## src/hw/rtl/flvp_pkg.sv

```systemverilog
package flvp_pkg;

  // Stream layout
  localparam logic [23:0] FILE_HDR_LEN = 24'd13;  // file header plus first size word
  localparam logic [23:0] TAG_HDR_LEN  = 24'd11;
  localparam logic [23:0] TRAIL_LEN    = 24'd4;

  // Tag type and codec codes
  localparam logic [7:0] TAG_AUDIO = 8'd8;
  localparam logic [7:0] TAG_VIDEO = 8'd9;
  localparam logic [3:0] CODEC_AVC = 4'd7;

  // Media kind codes
  localparam logic [1:0] KIND_AUDIO = 2'd0;
  localparam logic [1:0] KIND_VIDEO = 2'd1;
  localparam logic [1:0] KIND_OTHER = 2'd2;

  localparam int QUEUE_DEPTH_DEF = 2;

  // Raw tag record passed from the parser to the formatter
  typedef struct packed {
    logic [31:0] tag_number;
    logic [7:0]  tag_type;
    logic [23:0] size;
    logic [31:0] stamp;
    logic        have_flags;
    logic [7:0]  flags;
    logic [7:0]  avc;
  } rec_t;

  // Decoded result record
  typedef struct packed {
    logic [31:0] tag_number;
    logic [7:0]  tag_kind_code;
    logic [23:0] payload_size;
    logic [31:0] time_stamp;
    logic [24:0] total_tag_size;
    logic [1:0]  media_kind;
    logic [3:0]  codec_id;
    logic [1:0]  audio_rate_code;
    logic        audio_sample_wide;
    logic        audio_stereo;
    logic [3:0]  video_frame_type;
    logic [7:0]  avc_packet_type;
  } out_rec_t;

endpackage

```

## src/hw/rtl/flv_tag_header_parser.sv

```systemverilog
// Channel  Direction  Handshake            Payload
// in_      input      in_valid/in_ready    data_byte, stream_start
// out_     output     out_valid/out_ready  one decoded record per tag
//
// One byte is taken every cycle while the record queue has room; the byte
// parser updates only counters and header registers, so nothing else limits it.
// A record passes through the queue and then the output register before out_valid.
// rst_n is synchronous, active low; there is no clearing pass after reset.
// A stalled output holds its register; the queue (QUEUE_DEPTH records) lets
// the parser keep taking bytes until it fills, then in_ready drops.
module flv_tag_header_parser #(
  parameter int QUEUE_DEPTH = flvp_pkg::QUEUE_DEPTH_DEF
) (
  input  logic        clk,
  input  logic        rst_n,
  input  logic        in_valid,
  output logic        in_ready,
  input  logic [7:0]  in_data_byte,
  input  logic        in_stream_start,
  output logic        out_valid,
  input  logic        out_ready,
  output logic [31:0] out_tag_number,
  output logic [7:0]  out_tag_kind_code,
  output logic [23:0] out_payload_size,
  output logic signed [31:0] out_time_stamp,
  output logic [24:0] out_total_tag_size,
  output logic [1:0]  out_media_kind,
  output logic [3:0]  out_codec_id,
  output logic [1:0]  out_audio_rate_code,
  output logic        out_audio_sample_wide,
  output logic        out_audio_stereo,
  output logic [3:0]  out_video_frame_type,
  output logic [7:0]  out_avc_packet_type
);

  logic               byte_accept, rec_push, q_full, q_valid, q_pop;
  flvp_pkg::rec_t     push_rec, pop_rec;
  flvp_pkg::out_rec_t out_rec;

  assign in_ready    = !q_full;
  assign byte_accept = in_valid && in_ready;

  flvp_parser u_parser (
    .clk          (clk),
    .rst_n        (rst_n),
    .byte_accept  (byte_accept),
    .data_byte    (in_data_byte),
    .stream_start (in_stream_start),
    .rec_push     (rec_push),
    .rec          (push_rec)
  );

  flvp_queue #(
    .DEPTH (QUEUE_DEPTH)
  ) u_queue (
    .clk       (clk),
    .rst_n     (rst_n),
    .push      (rec_push),
    .push_rec  (push_rec),
    .full      (q_full),
    .pop_valid (q_valid),
    .pop       (q_pop),
    .pop_rec   (pop_rec)
  );

  flvp_format u_format (
    .clk       (clk),
    .rst_n     (rst_n),
    .rec_valid (q_valid),
    .rec       (pop_rec),
    .rec_pop   (q_pop),
    .out_valid (out_valid),
    .out_ready (out_ready),
    .out_rec   (out_rec)
  );

  assign out_tag_number        = out_rec.tag_number;
  assign out_tag_kind_code     = out_rec.tag_kind_code;
  assign out_payload_size      = out_rec.payload_size;
  assign out_time_stamp        = out_rec.time_stamp;
  assign out_total_tag_size    = out_rec.total_tag_size;
  assign out_media_kind        = out_rec.media_kind;
  assign out_codec_id          = out_rec.codec_id;
  assign out_audio_rate_code   = out_rec.audio_rate_code;
  assign out_audio_sample_wide = out_rec.audio_sample_wide;
  assign out_audio_stereo      = out_rec.audio_stereo;
  assign out_video_frame_type  = out_rec.video_frame_type;
  assign out_avc_packet_type   = out_rec.avc_packet_type;

endmodule

```

## src/hw/rtl/flvp_parser.sv

```systemverilog
module flvp_parser (
  input  logic            clk,
  input  logic            rst_n,
  input  logic            byte_accept,
  input  logic [7:0]      data_byte,
  input  logic            stream_start,
  output logic            rec_push,
  output flvp_pkg::rec_t  rec
);

  typedef enum logic [5:0] {
    PH_FILE  = 6'b000001,
    PH_HDR   = 6'b000010,
    PH_FLAGS = 6'b000100,
    PH_AVC   = 6'b001000,
    PH_SKIP  = 6'b010000,
    PH_TRAIL = 6'b100000
  } phase_t;

  phase_t      phase_r, phase_nxt;
  logic [23:0] cnt_r, cnt_nxt;
  logic [7:0]  type_r, type_nxt;
  logic [23:0] size_r, size_nxt;
  logic [31:0] stamp_r, stamp_nxt;
  logic [7:0]  flag_r, flag_nxt;
  logic [31:0] tcnt_r, tcnt_nxt;

  phase_t      ph;
  logic [23:0] cnt, idx, cnt_inc, remain;
  logic [7:0]  typ, flg;
  logic [23:0] siz;
  logic [31:0] stamp, tcnt;
  logic        emit, have_flags;
  logic [7:0]  emit_flags, emit_avc;

  always_comb begin
    // start of stream: parse this byte from a clean state
    ph    = stream_start ? PH_FILE : phase_r;
    cnt   = stream_start ? '0 : cnt_r;
    typ   = stream_start ? '0 : type_r;
    siz   = stream_start ? '0 : size_r;
    stamp = stream_start ? '0 : stamp_r;
    flg   = stream_start ? '0 : flag_r;
    tcnt  = stream_start ? '0 : tcnt_r;

    phase_nxt  = ph;
    cnt_nxt    = cnt;
    type_nxt   = typ;
    size_nxt   = siz;
    stamp_nxt  = stamp;
    flag_nxt   = flg;
    emit       = 1'b0;
    have_flags = 1'b0;
    emit_flags = '0;
    emit_avc   = '0;
    cnt_inc    = cnt + 24'd1;
    remain     = '0;
    idx        = '0;

    unique case (ph)
      PH_FILE: begin
        cnt_nxt = cnt_inc;
        if (cnt_inc >= flvp_pkg::FILE_HDR_LEN) begin
          phase_nxt = PH_HDR;
          cnt_nxt   = '0;
        end
      end
      PH_FLAGS: begin
        flag_nxt = data_byte;
        if (typ == flvp_pkg::TAG_VIDEO && data_byte[3:0] == flvp_pkg::CODEC_AVC &&
            siz >= 24'd2) begin
          phase_nxt = PH_AVC;
        end else begin
          emit       = 1'b1;
          have_flags = 1'b1;
          emit_flags = data_byte;
          remain     = siz - 24'd1;
          cnt_nxt    = remain;
          phase_nxt  = (remain != '0) ? PH_SKIP : PH_TRAIL;
        end
      end
      PH_AVC: begin
        emit       = 1'b1;
        have_flags = 1'b1;
        emit_flags = flg;
        emit_avc   = data_byte;
        remain     = siz - 24'd2;
        cnt_nxt    = remain;
        phase_nxt  = (remain != '0) ? PH_SKIP : PH_TRAIL;
      end
      PH_SKIP: begin
        cnt_nxt = cnt - 24'd1;
        if (cnt_nxt == '0) begin
          phase_nxt = PH_TRAIL;
        end
      end
      PH_TRAIL: begin
        cnt_nxt = cnt_inc;
        if (cnt_inc >= flvp_pkg::TRAIL_LEN) begin
          phase_nxt = PH_HDR;
          cnt_nxt   = '0;
        end
      end
      default: begin
        // tag header; a stray phase restarts the header at this byte
        idx = (ph == PH_HDR) ? cnt : '0;
        priority if (idx == 24'd0) begin
          type_nxt  = data_byte;
          size_nxt  = '0;
          stamp_nxt = '0;
          flag_nxt  = '0;
        end else if (idx == 24'd1) begin
          size_nxt[23:16] = data_byte;
        end else if (idx == 24'd2) begin
          size_nxt[15:8] = data_byte;
        end else if (idx == 24'd3) begin
          size_nxt[7:0] = data_byte;
        end else if (idx == 24'd4) begin
          stamp_nxt[23:16] = data_byte;
        end else if (idx == 24'd5) begin
          stamp_nxt[15:8] = data_byte;
        end else if (idx == 24'd6) begin
          stamp_nxt[7:0] = data_byte;
        end else if (idx == 24'd7) begin
          stamp_nxt[31:24] = data_byte;
        end else begin
          // stream id bytes: drop
        end
        cnt_nxt   = idx + 24'd1;
        phase_nxt = PH_HDR;
        if (cnt_nxt >= flvp_pkg::TAG_HDR_LEN) begin
          cnt_nxt = '0;
          if (size_nxt == '0) begin
            emit      = 1'b1;
            phase_nxt = PH_TRAIL;
          end else begin
            phase_nxt = PH_FLAGS;
          end
        end
      end
    endcase

    tcnt_nxt = emit ? tcnt + 32'd1 : tcnt;
  end

  always_ff @(posedge clk) begin
    if (!rst_n) begin
      phase_r <= PH_FILE;
      cnt_r   <= '0;
      type_r  <= '0;
      size_r  <= '0;
      stamp_r <= '0;
      flag_r  <= '0;
      tcnt_r  <= '0;
    end else if (byte_accept) begin
      phase_r <= phase_nxt;
      cnt_r   <= cnt_nxt;
      type_r  <= type_nxt;
      size_r  <= size_nxt;
      stamp_r <= stamp_nxt;
      flag_r  <= flag_nxt;
      tcnt_r  <= tcnt_nxt;
    end
  end

  assign rec_push        = byte_accept && emit;
  assign rec.tag_number  = tcnt_nxt;
  assign rec.tag_type    = type_nxt;
  assign rec.size        = size_nxt;
  assign rec.stamp       = stamp_nxt;
  assign rec.have_flags  = have_flags;
  assign rec.flags       = emit_flags;
  assign rec.avc         = emit_avc;

endmodule

```

## src/hw/rtl/flvp_queue.sv

```systemverilog
module flvp_queue #(
  parameter int DEPTH = flvp_pkg::QUEUE_DEPTH_DEF
) (
  input  logic            clk,
  input  logic            rst_n,
  input  logic            push,
  input  flvp_pkg::rec_t  push_rec,
  output logic            full,
  output logic            pop_valid,
  input  logic            pop,
  output flvp_pkg::rec_t  pop_rec
);

  localparam int PW = (DEPTH > 1) ? $clog2(DEPTH) : 1;
  localparam int CW = $clog2(DEPTH + 1);
  localparam logic [PW-1:0] LAST  = PW'(DEPTH - 1);
  localparam logic [CW-1:0] DEPTH_C = CW'(DEPTH);

  flvp_pkg::rec_t mem_r [DEPTH];
  logic [PW-1:0]  wr_ptr_r, wr_ptr_nxt, rd_ptr_r, rd_ptr_nxt;
  logic [CW-1:0]  fill_r, fill_nxt;
  logic           do_push, do_pop;

  assign do_push   = push && !full;
  assign do_pop    = pop && pop_valid;
  assign full      = (fill_r == DEPTH_C);
  assign pop_valid = (fill_r != '0);
  assign pop_rec   = mem_r[rd_ptr_r];

  always_comb begin
    wr_ptr_nxt = wr_ptr_r;
    rd_ptr_nxt = rd_ptr_r;
    fill_nxt   = fill_r;
    if (do_push) begin
      wr_ptr_nxt = (wr_ptr_r == LAST) ? '0 : wr_ptr_r + PW'(1);
    end
    if (do_pop) begin
      rd_ptr_nxt = (rd_ptr_r == LAST) ? '0 : rd_ptr_r + PW'(1);
    end
    if (do_push && !do_pop) begin
      fill_nxt = fill_r + CW'(1);
    end else if (do_pop && !do_push) begin
      fill_nxt = fill_r - CW'(1);
    end
  end

  always_ff @(posedge clk) begin
    if (!rst_n) begin
      wr_ptr_r <= '0;
      rd_ptr_r <= '0;
      fill_r   <= '0;
    end else begin
      wr_ptr_r <= wr_ptr_nxt;
      rd_ptr_r <= rd_ptr_nxt;
      fill_r   <= fill_nxt;
    end
  end

  always_ff @(posedge clk) begin
    if (do_push) begin
      mem_r[wr_ptr_r] <= push_rec;
    end
  end

endmodule

```

## src/hw/rtl/flvp_format.sv

```systemverilog
module flvp_format (
  input  logic               clk,
  input  logic               rst_n,
  input  logic               rec_valid,
  input  flvp_pkg::rec_t     rec,
  output logic               rec_pop,
  output logic               out_valid,
  input  logic               out_ready,
  output flvp_pkg::out_rec_t out_rec
);

  logic               valid_r, valid_nxt;
  flvp_pkg::out_rec_t out_r, dec;

  always_comb begin
    dec                   = '0;
    dec.tag_number        = rec.tag_number;
    dec.tag_kind_code     = rec.tag_type;
    dec.payload_size      = rec.size;
    dec.time_stamp        = rec.stamp;
    dec.total_tag_size    = {1'b0, rec.size} + 25'(flvp_pkg::TAG_HDR_LEN);
    dec.avc_packet_type   = rec.avc;
    priority if (rec.tag_type == flvp_pkg::TAG_AUDIO) begin
      dec.media_kind = flvp_pkg::KIND_AUDIO;
      if (rec.have_flags) begin
        dec.codec_id          = rec.flags[7:4];
        dec.audio_rate_code   = rec.flags[3:2];
        dec.audio_sample_wide = rec.flags[1];
        dec.audio_stereo      = rec.flags[0];
      end
    end else if (rec.tag_type == flvp_pkg::TAG_VIDEO) begin
      dec.media_kind = flvp_pkg::KIND_VIDEO;
      if (rec.have_flags) begin
        dec.video_frame_type = rec.flags[7:4];
        dec.codec_id         = rec.flags[3:0];
      end
    end else begin
      dec.media_kind = flvp_pkg::KIND_OTHER;
    end
  end

  // load a new record whenever the output register is empty or being drained
  assign rec_pop   = rec_valid && (!valid_r || out_ready);
  assign valid_nxt = rec_pop || (valid_r && !out_ready);

  always_ff @(posedge clk) begin
    if (!rst_n) begin
      valid_r <= 1'b0;
    end else begin
      valid_r <= valid_nxt;
    end
  end

  always_ff @(posedge clk) begin
    if (rec_pop) begin
      out_r <= dec;
    end
  end

  assign out_valid = valid_r;
  assign out_rec   = out_r;

endmodule

```

## config.mk

```make
export PLATFORM = sky130hd
export DESIGN_NAME = flv_tag_header_parser
export DESIGN_NICKNAME = d
export VERILOG_FILES = /design/src/hw/rtl/flvp_pkg.sv /design/src/hw/rtl/flv_tag_header_parser.sv /design/src/hw/rtl/flvp_parser.sv /design/src/hw/rtl/flvp_queue.sv /design/src/hw/rtl/flvp_format.sv
export SDC_FILE = /design/constraint.sdc
export NUM_CORES = 1
export LEC_CHECK = 0
export BUFFER_PORTS_ARGS = -buffer_cell sky130_fd_sc_hd__buf_2
export CAP_MARGIN = 20
export CORE_ASPECT_RATIO = 0.6
export CORE_UTILIZATION = 55
export DETAILED_ROUTE_END_ITERATION = 16
export HOLD_SLACK_MARGIN = 0.08
export PLACE_DENSITY = 0.81
export SLEW_MARGIN = 20
export SYNTH_ARGS = -nofsm -noshare
export SYNTH_HDL_FRONTEND = slang
export SYNTH_SLANG_ARGS = --single-unit
```

## constraint.sdc

```tcl
create_clock -name clk -period 14.15 [get_ports clk]
set_input_delay 3.5375 -clock clk [delete_from_list [all_inputs] [get_ports clk]]
set_output_delay 3.5375 -clock clk [all_outputs]
set_load 0.02 [all_outputs]
```

==> results by group <==
Floorplanning
  – Die H: ~170 µm
  – Initial core utilization: 56.1%
  – FP Rows: 60
  – Die Wd: 279 µm
  – I/O Pins: around 160
  – Core Region: between 40000 and 50000 µm²
  – Die area: about 47000 µm²

Worst setup path
  – CP required: about 14000 ps
  – CP Capture Type: flop
  – CP Class: in -> reg
  – Max incr delay on CP: between 600 and 700 ps
  – Critical path's slowest cell: buf_4
  – Worst r2r src: u_parser.phase_r[1]$_SDFFE_PN0P_
  – Reg-to-reg endpoint: u_queue.mem_r[0][61]$_DFFE_PP_
  – Startpoint Class: primary input
  – R2R setup slack: around 8200 ps
  – Worst r2r path cells: 13
  – Critical path peak fanout: between 50 and 60
  – CP arrival: between 8000 and 9000 ps
  – CP Cell Sequence: buf_4, nor4b_2, nand2_1, nor2_1, inv_1, ha_1, or4_1, or4_1, a21oi_1, a31oi_1, o21ai_1, o211ai_1, nor2_4, buf_4

Place
  – GPL Wtd Cong: approximately 1.1
  – IO buf count: roughly 160
  – Post-DP Area: approximately 26000 µm²
  – Post-DP HPWL: about 54000 µm

Pwr
  – P_int: between 2 and 3 mW
  – PwrDens: between 150 and 200 nW/µm²
  – Seq pwr share: a little over two fifths
  – Sw frac: between 30% and 40%
  – Maximum vdd drop: about 0.11 mV
  – Net Sw Power: ~1.5 mW
  – Comb power frac: between 20% and 30%
  – P_leak: a little under 10 nW
  – Clock share of power: 29.8%

Detailed routing
  – 1st-iter DRT viols: around 3500
  – DRT antenna net count: 0
  – Via Count: about 21000
  – Remaining DRCs: 0
  – Detailed Route WL: roughly 79000 µm
  – First-pass detailed-route iteration total: 9
  – DR WL/cell: ~25 µm
  – Via density per instance: 6.73

STA
  – Setup violators final: 0
  – Period minus WS final: a little under 9000 ps
  – Tcrit/Tclk final: 62.0%
  – Slew Limit Fails: 0
  – Peak Freq: ~0.11 GHz
  – Fin Setup TNS: 0 ps
  – Worst slew pin tran: roughly 1100 ps
  – Worst clock skew: between 15 and 20 ps
  – Final hold vios: 0
  – RSZ-0062 raised after global routing: no
  – Worst slew margin: between 20% and 30%

Synthesis
  – Main synth FF type: edfxtp_1
  – Synthesized instance count: 2404
  – Register area share after synthesis: 54.9%
  – Post-synth cell types: 81
  – Avg Cell Area, Syn: ~11 µm²
  – Post-synthesis cell area: approximately 25000 µm²
  – Number of synthesized flops with an enable pin: around 370
  – Synth Register Bits: 509
  – Syn nets: approximately 2400
  – Ys async rst share: 0%
  – Synth Warn #: 0

CTS
  – Hold-fix buffers, CTS: 0
  – CTS tree: built
  – Setup Fix Bufs, Post-CTS: 0
  – Max Root-Sink Buffers: 3
  – Clock slew at reported path FFs: approximately 70 ps
  – Post-CTS Resized: 0
  – Worst skew pair latency: approximately 590 ps
  – H-Tree Depth: 2
  – Cts bufs inserted: between 40 and 50
  – CTS Root Buffer Type: clkbuf_16
  – Clock sink count: 509

Min path
  – HP Start: u_parser.stamp_r[19]$_SDFFE_PN0P_
  – Worst hold path endpoint: u_parser.stamp_r[19]$_SDFFE_PN0P_
  – Worst min path class: reg -> reg
  – Hold Path Depth: 2

GRT
  – First-pass GRT wire length: 118000 µm
  – Vias in the first global route: 19200
  – Largest net degree at the start of global routing: 82
  – GRT Residual Overflow: 0
  – Initial antenna violation count: 2
  – Total GRT Usage: between 30% and 40%

Final layout
  – Most frequent cells in the layout: edfxtp_1 (369), nand2_1 (238), nor2_1 (214)
  – Nets@finish: roughly 2500
  – Fin area: between 20000 and 30000 µm²
  – Inserted Diodes: 0
  – Fraction of layout cells with a size suffix above 1: around 16%
  – Leading cell type in the layout, fill and taps excluded: edfxtp_1
  – Area Growth Syn to Fin: 11.1%

Status
  – Status: finished clean

Flow run
  – Max-Cap Viols: 0
==> cell usage after synthesis, types with 11 or more instances <==
library cell,count,area (µm²)
xor2_1,29,254
mux2i_1,42,420
nand3_1,73,365
inv_1,42,158
and3_1,21,131
a31oi_1,28,175
a311oi_1,17,149
mux2_2,88,991
nand4_1,26,163
edfxtp_1,369,11100
a22o_1,24,210
nor2_1,217,815
dfxtp_1,140,2800
a21o_1,11,82.6
and2_1,26,163
nand2b_1,38,238
or4_1,23,173
nand2_1,239,897
o31ai_1,14,105
or3_1,34,213
a22oi_1,24,180
buf_2,11,55.1
clkbuf_1,145,544
nor3_1,87,435
o211a_1,23,230
o21ai_0,116,581
o211ai_1,16,120
o22ai_1,20,125
xnor2_1,68,596
nor4_1,33,206
nor2b_1,43,269
a21oi_1,100,500
a211oi_1,26,195
ha_1,15,188
buf_1,21,78.8
==> registers in the layout, summed over array words and instances, names as in the netlist, named ones only <==
name,cells
u_queue.mem_r,226
u_format.out_rec,143
u_parser.stamp_r,32
u_parser.tcnt_r,32
u_parser.cnt_r,24
u_parser.size_r,24
u_parser.flag_r,8
u_parser.type_r,8
u_parser.phase_r,6
u_queue.fill_r,2
u_format.out_valid,1
u_queue.rd_ptr_r,1
u_queue.wr_ptr_r,1
==> layout make-up <==
cell class / instances / area, µm²
fill: 3508 / 17000
sequential: 509 / 13900
multi-input combinational: 1671 / 10600
clock buffer: 49 / 1160
timing repair buffer: 199 / 1140
tap: 589 / 737
clock inverter: 35 / 420
inverter: 44 / 165
==> power by group through the flow <==
stage / clock network (mW) / logic (mW) / registers (mW)
floorplan: 0 / 0.656 / 2.12
global placement: 0 / 1.12 / 1.96
detailed placement: 0 / 1.15 / 1.97
CTS: 1.33 / 1.16 / 1.93
global route: 1.39 / 1.26 / 1.95
finish: 1.33 / 1.19 / 1.94
==> worst max-delay path by stage <==
| stage | end | start |
|---|---|---|
| floorplan | u_queue.mem_r[0][0]$_DFFE_PP_ | in_stream_start |
| global placement | u_queue.mem_r[0][61]$_DFFE_PP_ | in_stream_start |
| detailed placement | u_queue.mem_r[0][60]$_DFFE_PP_ | in_stream_start |
| CTS | u_queue.mem_r[0][61]$_DFFE_PP_ | in_stream_start |
| global route | u_queue.mem_r[0][66]$_DFFE_PP_ | in_stream_start |
| finish | u_queue.mem_r[0][61]$_DFFE_PP_ | in_stream_start |
==> stage by stage <==
step | std cells | power [mW] | hold WS, ps | setup slack (ps) | util (%)
final | 3096 | 4.46 | 463 | 5380 | 62.4
after global routing | 3096 | 4.60 | 501 | 5120 | 62.4
after detailed placement | 3009 | 3.11 | 455 | 4470 | 58.7
after CTS | 3093 | 4.43 | 465 | 5070 | 62.2
after global placement | 3009 | 3.08 | 444 | 4800 | 58.7
after floorplan | 2404 | 2.78 | 437 | 2120 | -
==> per-layer routing <==
layer,GRT usage (%),wire length (µm)
met1,50.5,34100
met2,44.5,31400
met3,11.2,11800
met4,6.38,1470
met5,0,0
==> cells by family (layout without fill, tap and decap cells) <==
logic type / Yosys count / after routing / share of synthesized area (%)
AND/OR/NAND/NOR: 910 / 910 / 17.9
AO/OA/AOI/OAI: 519 / 519 / 14.1
flip-flops: 509 / 509 / 54.9
buffers and inverters: 224 / 327 / 3.41
multiplexers: 130 / 130 / 5.58
XOR/XNOR: 97 / 97 / 3.36
adder cells (fa/ha/maj): 15 / 15 / 0.742
==> critical path, delay by kind of cell <==
kind | cells | cell delay [ps]
buf+inv | 3 | 1020
simple gates | 6 | 3060
fa+ha+maj | 1 | 280
compound gates | 4 | 990
Power figures use the tool's default switching activity.
